### config.mk
export PLATFORM = sky130hd
export DESIGN_NAME = lru_key_value_cache
export DESIGN_NICKNAME = d
export VERILOG_FILES = /design/src/lkc_pkg.sv /design/src/lru_key_value_cache.sv /design/src/lkc_ram.sv /design/src/lkc_ctrl.sv /design/src/lkc_dpath.sv
export SDC_FILE = /design/constraint.sdc
export NUM_CORES = 2
export LEC_CHECK = 0
export BUFFER_PORTS_ARGS = -buffer_cell sky130_fd_sc_hd__buf_4
export CORE_MARGIN = 2
export CORE_UTILIZATION = 45
export DETAILED_ROUTE_END_ITERATION = 16
export PLACE_DENSITY_LB_ADDON = 0.12
export SYNTH_ARGS = -nofsm -noshare
export SYNTH_HDL_FRONTEND = slang
export SYNTH_SLANG_ARGS = --single-unit
### constraint.sdc
create_clock -name clk -period 5.85 [get_ports clk]
set_input_delay 1.17 -clock clk [delete_from_list [all_inputs] [get_ports clk]]
set_output_delay 1.17 -clock clk [all_outputs]
set_load 0.01 [all_outputs]
### src/lkc_pkg.sv
package lkc_pkg;

	localparam int ENTRIES = 16;
	localparam int KEY_W   = 32;
	localparam int VAL_W   = 32;
	localparam int CAP_W   = 5;
	localparam int IDX_W   = $clog2(ENTRIES);
	localparam int RANK_W  = $clog2(ENTRIES);
	localparam int OCC_W   = $clog2(ENTRIES + 1);

	typedef logic [IDX_W-1:0]  idx_t;
	typedef logic [RANK_W-1:0] rank_t;
	typedef logic [OCC_W-1:0]  occ_t;
	typedef logic [CAP_W-1:0]  cap_t;

	localparam cap_t CAP_RESET = cap_t'(16);
	localparam cap_t CAP_MAX   = cap_t'(ENTRIES);

	typedef enum logic {
		CMD_GET = 1'b0,
		CMD_PUT = 1'b1
	} cmd_t;

	typedef struct packed {
		cmd_t                    cmd;
		logic signed [KEY_W-1:0] key;
		logic signed [VAL_W-1:0] value;
	} in_t;

	typedef struct packed {
		logic                    found;
		logic signed [VAL_W-1:0] read_value;
		logic                    evicted;
	} out_t;

	// controller -> datapath
	typedef struct packed {
		logic capture;
		logic lookup;
		logic access;
		logic insert;
	} ctl_t;

	// datapath -> controller
	typedef struct packed {
		logic needs_insert;
	} stat_t;

endpackage

### src/lru_key_value_cache.sv
// The done beat follows the LOOKUP (key compare) and ACCESS (update) states for a get or a put
// on a present key, and the LOOKUP, ACCESS and INSERT states for a put of a new key.
// A new start is taken in the done cycle; in the states before it the block is busy and takes
// no new command until the lookup/update sequence and the value RAM read are through.
// The receiver cannot stall: done is high for one cycle only.
// Reset (arst_n low, async): store empty, capacity 16, no clearing pass.
module lru_key_value_cache (
	input  logic                      clk,
	input  logic                      arst_n,
	input  logic                      start,
	output logic                      busy,
	input  lkc_pkg::in_t              item,
	output logic                      done,
	output lkc_pkg::out_t             result,
	input  logic                      cfg_we,
	input  logic [lkc_pkg::CAP_W-1:0] cfg_wdata
);

	lkc_pkg::ctl_t  ctl;
	lkc_pkg::stat_t stat;

	lkc_ctrl u_ctrl (
		.clk   (clk),
		.arst_n(arst_n),
		.start (start),
		.stat  (stat),
		.busy  (busy),
		.done  (done),
		.ctl   (ctl)
	);

	lkc_dpath u_dpath (
		.clk      (clk),
		.arst_n   (arst_n),
		.ctl      (ctl),
		.item     (item),
		.cfg_we   (cfg_we),
		.cfg_wdata(cfg_wdata),
		.stat     (stat),
		.result   (result)
	);

`ifndef SYNTHESIS
	// an accepted command keeps the block busy and holds off the result beat
	a_accept_busy: assert property (@(posedge clk) disable iff (!arst_n)
		(start && !busy) |=> (busy && !done))
		else $error("accepted command did not start a lookup");

	// only a put of an absent key can evict
	a_evict_miss: assert property (@(posedge clk) disable iff (!arst_n)
		done |-> !(result.evicted && result.found))
		else $error("eviction reported on a hit");

	// read data only on a get hit
	a_read_hit: assert property (@(posedge clk) disable iff (!arst_n)
		(done && !result.found) |-> (result.read_value == '0))
		else $error("read value on a miss");

	// an insert never follows a hit
	a_insert_miss: assert property (@(posedge clk) disable iff (!arst_n)
		ctl.insert |-> !result.found)
		else $error("insert on a hit");
`endif

endmodule

### src/lkc_ram.sv
module lkc_ram #(
	parameter int WIDTH = 32,
	parameter int DEPTH = 16,
	localparam int AddrW = (DEPTH > 1) ? $clog2(DEPTH) : 1
) (
	input  logic             clk,
	input  logic             we,
	input  logic [AddrW-1:0] waddr,
	input  logic [WIDTH-1:0] wdata,
	input  logic             re,
	input  logic [AddrW-1:0] raddr,
	output logic [WIDTH-1:0] rdata
);

	logic [WIDTH-1:0] mem_q [DEPTH];

	always_ff @(posedge clk) begin
		if (we) begin
			mem_q[waddr] <= wdata;
		end
		if (re) begin
			rdata <= mem_q[raddr];
		end
	end

endmodule

### src/lkc_ctrl.sv
module lkc_ctrl (
	input  logic          clk,
	input  logic          arst_n,
	input  logic          start,
	input  lkc_pkg::stat_t stat,
	output logic          busy,
	output logic          done,
	output lkc_pkg::ctl_t ctl
);

	typedef enum logic [4:0] {
		S_IDLE   = 5'b00001,
		S_LOOKUP = 5'b00010,
		S_ACCESS = 5'b00100,
		S_INSERT = 5'b01000,
		S_DONE   = 5'b10000
	} state_t;

	state_t state_q, state_d;
	logic   accept;

	// the result beat is shown in S_DONE, so a new command may land there
	assign busy   = !(state_q == S_IDLE || state_q == S_DONE);
	assign done   = (state_q == S_DONE);
	assign accept = start && !busy;

	assign ctl.capture = accept;
	assign ctl.lookup  = (state_q == S_LOOKUP);
	assign ctl.access  = (state_q == S_ACCESS);
	assign ctl.insert  = (state_q == S_INSERT);

	always_comb begin
		state_d = state_q;
		unique case (state_q)
			S_IDLE:   state_d = accept ? S_LOOKUP : S_IDLE;
			S_LOOKUP: state_d = S_ACCESS;
			S_ACCESS: state_d = stat.needs_insert ? S_INSERT : S_DONE;
			S_INSERT: state_d = S_DONE;
			S_DONE:   state_d = accept ? S_LOOKUP : S_IDLE;
			default:  state_d = S_IDLE;
		endcase
	end

	always_ff @(posedge clk or negedge arst_n) begin
		if (!arst_n) begin
			state_q <= S_IDLE;
		end else begin
			state_q <= state_d;
		end
	end

endmodule

### src/lkc_dpath.sv
module lkc_dpath (
	input  logic                            clk,
	input  logic                            arst_n,
	input  lkc_pkg::ctl_t                   ctl,
	input  lkc_pkg::in_t                    item,
	input  logic                            cfg_we,
	input  logic [lkc_pkg::CAP_W-1:0]       cfg_wdata,
	output lkc_pkg::stat_t                  stat,
	output lkc_pkg::out_t                   result
);

	// captured command
	lkc_pkg::cmd_t                   cmd_q;
	logic [lkc_pkg::KEY_W-1:0]       key_q;
	logic [lkc_pkg::VAL_W-1:0]       value_q;

	// store state
	logic                            valid_q [lkc_pkg::ENTRIES];
	logic [lkc_pkg::KEY_W-1:0]       key_mem_q [lkc_pkg::ENTRIES];
	lkc_pkg::rank_t                  rank_q [lkc_pkg::ENTRIES];
	lkc_pkg::occ_t                   occ_q;
	lkc_pkg::cap_t                   cap_q;

	// lookup results
	logic                            hit_q;
	lkc_pkg::idx_t                   hit_idx_q;
	lkc_pkg::rank_t                  hit_rank_q;
	logic                            need_evict_q;
	logic                            evicted_q;

	logic [lkc_pkg::ENTRIES-1:0]     match;
	logic [lkc_pkg::ENTRIES-1:0]     oldest;
	logic                            hit;
	lkc_pkg::idx_t                   hit_idx;
	lkc_pkg::idx_t                   free_idx;
	lkc_pkg::occ_t                   eff_cap;
	lkc_pkg::rank_t                  last_rank;
	logic                            is_put;
	logic                            ram_we;
	logic                            ram_re;
	lkc_pkg::idx_t                   ram_waddr;
	logic [lkc_pkg::VAL_W-1:0]       ram_rdata;

	assign is_put = (cmd_q == lkc_pkg::CMD_PUT);

	always_comb begin
		for (int i = 0; i < lkc_pkg::ENTRIES; i++) begin
			match[i] = valid_q[i] && (key_mem_q[i] == key_q);
		end
	end

	// lowest matching slot; keys are unique among valid slots anyway
	always_comb begin
		hit     = 1'b0;
		hit_idx = '0;
		for (int i = lkc_pkg::ENTRIES - 1; i >= 0; i--) begin
			if (match[i]) begin
				hit     = 1'b1;
				hit_idx = lkc_pkg::idx_t'(i);
			end
		end
	end

	always_comb begin
		free_idx = '0;
		for (int i = lkc_pkg::ENTRIES - 1; i >= 0; i--) begin
			if (!valid_q[i]) begin
				free_idx = lkc_pkg::idx_t'(i);
			end
		end
	end

	always_comb begin
		if (cap_q == '0) begin
			eff_cap = lkc_pkg::occ_t'(1);
		end else if (cap_q > lkc_pkg::CAP_MAX) begin
			eff_cap = lkc_pkg::occ_t'(lkc_pkg::CAP_MAX);
		end else begin
			eff_cap = lkc_pkg::occ_t'(cap_q);
		end
	end

	// valid ranks are a permutation of 0..occ-1, so the LRU slot holds occ-1
	assign last_rank = lkc_pkg::rank_t'(occ_q - lkc_pkg::occ_t'(1));

	always_comb begin
		for (int i = 0; i < lkc_pkg::ENTRIES; i++) begin
			oldest[i] = valid_q[i] && (rank_q[i] == last_rank);
		end
	end

	assign stat.needs_insert = is_put && !hit_q;

	always_ff @(posedge clk) begin
		if (ctl.capture) begin
			cmd_q   <= item.cmd;
			key_q   <= item.key;
			value_q <= item.value;
		end
		if (ctl.lookup) begin
			hit_idx_q  <= hit_idx;
			hit_rank_q <= rank_q[hit_idx];
		end
		if (ctl.insert) begin
			key_mem_q[free_idx] <= key_q;
		end
	end

	always_ff @(posedge clk or negedge arst_n) begin
		if (!arst_n) begin
			for (int i = 0; i < lkc_pkg::ENTRIES; i++) begin
				valid_q[i] <= 1'b0;
				rank_q[i]  <= '0;
			end
			occ_q        <= '0;
			cap_q        <= lkc_pkg::CAP_RESET;
			hit_q        <= 1'b0;
			need_evict_q <= 1'b0;
			evicted_q    <= 1'b0;
		end else begin
			if (cfg_we) begin
				cap_q <= cfg_wdata;
			end
			if (ctl.capture) begin
				evicted_q <= 1'b0;
			end
			if (ctl.lookup) begin
				hit_q        <= hit;
				need_evict_q <= (occ_q >= eff_cap) && (occ_q != '0);
			end
			if (ctl.access) begin
				if (hit_q) begin
					// touch: younger entries age by one, hit becomes most recent
					for (int i = 0; i < lkc_pkg::ENTRIES; i++) begin
						if (lkc_pkg::idx_t'(i) == hit_idx_q) begin
							rank_q[i] <= '0;
						end else if (valid_q[i] && rank_q[i] < hit_rank_q) begin
							rank_q[i] <= rank_q[i] + lkc_pkg::rank_t'(1);
						end
					end
				end else if (is_put && need_evict_q) begin
					for (int i = 0; i < lkc_pkg::ENTRIES; i++) begin
						if (oldest[i]) begin
							valid_q[i] <= 1'b0;
							rank_q[i]  <= '0;
						end
					end
					occ_q     <= occ_q - lkc_pkg::occ_t'(1);
					evicted_q <= 1'b1;
				end
			end
			if (ctl.insert) begin
				for (int i = 0; i < lkc_pkg::ENTRIES; i++) begin
					if (lkc_pkg::idx_t'(i) == free_idx) begin
						valid_q[i] <= 1'b1;
						rank_q[i]  <= '0;
					end else if (valid_q[i]) begin
						rank_q[i] <= rank_q[i] + lkc_pkg::rank_t'(1);
					end
				end
				occ_q <= occ_q + lkc_pkg::occ_t'(1);
			end
		end
	end

	assign ram_we    = (ctl.access && is_put && hit_q) || ctl.insert;
	assign ram_waddr = ctl.insert ? free_idx : hit_idx_q;
	assign ram_re    = ctl.access && !is_put && hit_q;

	lkc_ram #(
		.WIDTH(lkc_pkg::VAL_W),
		.DEPTH(lkc_pkg::ENTRIES)
	) u_value_ram (
		.clk  (clk),
		.we   (ram_we),
		.waddr(ram_waddr),
		.wdata(value_q),
		.re   (ram_re),
		.raddr(hit_idx_q),
		.rdata(ram_rdata)
	);

	assign result.found      = hit_q;
	assign result.read_value = (hit_q && !is_put) ? ram_rdata : '0;
	assign result.evicted    = evicted_q;

endmodule
==> parameters.txt <==
Parameter                              Value

Logic synthesis
  Most instantiated flip-flop cell in the synthesis netlist ... sky130_fd_sc_hd__edfxtp_1
  YS warnings ... 0
  Seq/Total Area, Yosys ... 65.47%
  Post-synthesis register bit count ... 1227
  Count of unique library cells instantiated by Yosys ... 82
  Mapped Nets ... 3851
  Average footprint of a synthesized cell ... 14.99 um^2
  Post-synth EDFFs ... 1129
  Instance count of the mapped netlist ... 3705
  Async set-reset flop share out of synthesis ... 7.987%
  Netlist area before placement ... 55530 um^2

Timing
  Number of endpoints with negative hold slack in the final report ... 0
  Worst setup skew after layout ... 29.49 ps
  Sum of negative setup slack ... 0 ps
  Unrepaired setup endpoints after global routing ... false
  Max-slew violation total from the final report ... 0
  Clock period minus worst slack ... 4716 ps
  Slew of the pin with the lowest slew margin ... 1337 ps
  Final setup viols ... 0
  Ratio of final minimum period to clock period ... 80.62%
  Slew margin rel. ... 10.85%
  Max Clk Rate ... 212.0 MHz

Global routing
  GRT Overall Usage ... 24.06%
  Pin count of the biggest net entering global routing ... 129
  Number of global-route vias before repair ... 32.25k
  Overflow after GRT ... 0
  Initial antenna violation count ... 4
  Global-route wire length before repair ... 223100 um

Pwr
  Psw ... 0.006343 W
  Areal power density over the cells ... 358.5 nW/um^2
  Internal power ... 0.01621 W
  Sequential share of power ... 47.3%
  Proportion of power drawn by combinational gates ... 16.1%
  Leakage ... 20.71 nW
  Total design power ... 0.02256 W
  Peak VDD IR ... 0.2726 mV
  Switching Fraction ... 28.12%
  Share of power burned in the clock network ... 36.6%

Routing
  DRT Pass-1 Iters ... 6
  Count of unresolved DRC violations after routing ... 0
  Drt wl/cell ... 27.11 um
  Via count ... 32.80k
  Antenna Nets Post-Route ... 0
  Wire length after detailed routing ... 151700 um
  Initial detailed-routing violation count ... 3205
  Vias per cell ... 5.862

Hold path
  Worst min path class ... register to register
  Hold endpoint ... u_dpath.cap_q[0]
  Hold path cells ... 1
  Hold path startpoint ... u_dpath.cap_q[0]

Die
  Overall die height ... 355.3 um
  Core Box Area ... 122200 um^2
  Floorplan die area ... 126200 um^2
  Cell row count ... 128
  Initial Utilization ... 45.45%
  Die Width ... 355.3 um
  # IOs ... 110

Critical path
  Critical path peak fanout ... 16
  Launching point of the worst reg2reg path ... u_dpath.key_q[23]
  Biggest cell delay along the critical path ... 1240 ps
  Cell with the largest stage delay on the worst path ... sky130_fd_sc_hd__edfxtp_1
  Buf+Inv Stages, Crit Path ... 1
  Worst reg2reg endpoint ... u_dpath.hit_rank_q[0]
  Startpoint-to-endpoint class of the critical path ... register to register
  Critical Path Start Type ... register
  Register-to-register setup slack ... 1130 ps
  Worst path cell trace ... buf_4, xor2_1, nor4_1, nand4_1, nor4_1, nand2b_1, o41a_1, nor2_1, or2_1, o22ai_1, nor2_1, o21a_1
  Data required, critical path ... 6360 ps
  Data arrival time of the critical path ... 5230 ps
  Delay-heaviest family, CP ... simple AND/OR/NAND/NOR gates
  Cell depth of the worst flop-to-flop path ... 12
  Type of destination of the critical path ... register

Layout
  N_diodes ... 0
  Number of nets in the layout ... 4013
  Area growth syn-to-layout ... 13.28%
  Most frequent cells in the layout ... sky130_fd_sc_hd__edfxtp_1, sky130_fd_sc_hd__xor2_1, sky130_fd_sc_hd__xnor2_1
  Share of post-route cells with drive strength above 1 ... 16.73%
  Most common cell after layout, fill and taps aside ... sky130_fd_sc_hd__edfxtp_1

Clocking
  Buffer levels on the longest clock path ... 3
  Post-CTS Hold Fix Bufs ... 0
  Clock latency reported for the late side of the worst-skew pair ... 760 ps
  Clock tree from TritonCTS ... built
  Total setup buffers inserted after CTS ... 0
  Sinks on Clock Net ... 1227
  CTS root buf ... sky130_fd_sc_hd__clkbuf_16
  Clock-pin slew of the registers on the worst-case setup and hold paths ... 50 ps
  Clock H-tree levels ... 4
  Resized cells post-CTS ... 0
  Inserted Clock Buffers ... 135

Place
  Port buffer count ... 109
  DP HPWL ... 92400 um
  Weighted congestion reported at the end of routability-driven placement ... 0.8913

Run status
  Status ... finished, final reports clean

Job
  Max capacitance violation total ... 0
[Yosys cell counts, drive strengths merged (40+ instances only)]
| library cell | number | area share, % |
|---|---|---|
| a21oi | 96 | 0.87 |
| a22oi | 41 | 0.55 |
| and2 | 42 | 0.47 |
| buf | 97 | 1.3 |
| clkbuf | 125 | 0.85 |
| dfrtp | 96 | 4.3 |
| edfxtp | 1129 | 61 |
| ha | 72 | 1.6 |
| mux4 | 160 | 6.5 |
| nand2 | 189 | 1.3 |
| nand3 | 99 | 0.91 |
| nand4 | 119 | 1.3 |
| nor2 | 151 | 1.0 |
| nor3 | 40 | 0.37 |
| nor4 | 147 | 1.8 |
| o21ai | 89 | 0.80 |
| xnor2 | 282 | 4.4 |
| xor2 | 313 | 4.9 |
[stage by stage]
stage                     hold slack (ps)  utilization (%)  setup WS [ps]  cell area, um^2  std cells
after detailed placement            497.1            48.00           1299            58650       5355
after floorplan                     467.4                -           1917            55530       3705
after global routing                544.6            51.48          900.4            62910       5595
after CTS                           508.8            51.48           1274            62910       5595
after global placement              493.3            48.00           1257            58650       5355
final                               509.0            51.48           1134            62910       5595
[logic make-up (layout without fill, tap and decap cells)]
kind of cell / Yosys count / count (layout) / synth area share (%)
xor+xnor: 595 / 595 / 9.384
flops: 1227 / 1227 / 65.47
mux: 168 / 168 / 6.642
buf+inv: 257 / 522 / 2.359
simple gates: 960 / 960 / 9.589
fa+ha+maj: 72 / 72 / 1.622
compound gates: 426 / 426 / 4.936
[power by group through the flow]
stage          Sequential, W  Combinational, W  Clock (W)
6_report              0.0107           0.00364    0.00826
5_1_grt               0.0107           0.00391    0.00874
4_1_cts               0.0107           0.00365    0.00840
3_5_place_dp          0.0108           0.00364          0
3_3_place_gp          0.0108           0.00363          0
2_1_floorplan         0.0106           0.00234          0
[worst register-to-register path, cell delays in order (launching register included)]
cell                       delay [ps]
sky130_fd_sc_hd__edfxtp_1        1240
sky130_fd_sc_hd__buf_4            360
sky130_fd_sc_hd__xor2_1           130
sky130_fd_sc_hd__nor4_1           230
sky130_fd_sc_hd__nand4_1          140
sky130_fd_sc_hd__nor4_1           840
sky130_fd_sc_hd__nand2b_1         280
sky130_fd_sc_hd__o41a_1           330
sky130_fd_sc_hd__nor2_1            90
sky130_fd_sc_hd__or2_1            370
sky130_fd_sc_hd__o22ai_1          240
sky130_fd_sc_hd__nor2_1           100
sky130_fd_sc_hd__o21a_1           170
[registers in the layout, summed over array words and instances, names as in the netlist, 16 cells and up]
name	count
u_dpath.rank_q	64
u_dpath.key_q	32
u_dpath.valid_q	16
u_dpath.u_value_ram.rdata	32
u_dpath.u_value_ram.mem_q	512
u_dpath.key_mem_q	512
u_dpath.value_q	32
[how the worst max path moves through the flow]
stage               depth (start not counted)                           end               from  slack, ps
floorplan                                   5  u_dpath.u_value_ram.rdata[0]  u_ctrl.state_q[1]       1920
global placement                           12         u_dpath.hit_rank_q[0]   u_dpath.key_q[1]       1260
detailed placement                         12         u_dpath.hit_rank_q[1]   u_dpath.key_q[1]       1300
CTS                                        12         u_dpath.hit_rank_q[1]   u_dpath.key_q[1]       1270
global route                               13         u_dpath.hit_rank_q[1]  u_dpath.key_q[23]        900
finish                                     12         u_dpath.hit_rank_q[0]  u_dpath.key_q[23]       1130
[layer usage]
layer | share of wire, % | vias up | global-route usage, % | wire (um)
li1 | - | 14610 | - | -
met1 | 44 | 16930 | 34.12 | 67350
met2 | 48 | 1034 | 39.13 | 72950
met3 | 5.1 | 225 | 3.328 | 7787
met4 | 2.4 | 6 | 6.475 | 3567
met5 | 0.031 | - | 0 | 47
[cell type report]
class / instances / area [um^2]
clock inverters: 68 / 664.4
clock buffers: 172 / 3590
repair buffers: 247 / 1979
fillers: 10170 / 59290
flip-flops and latches: 1227 / 36360
well taps: 1625 / 2033
inverters: 35 / 131.4
multi-input cells: 2221 / 18150
No activity file was read; power rests on OpenSTA's default activity.
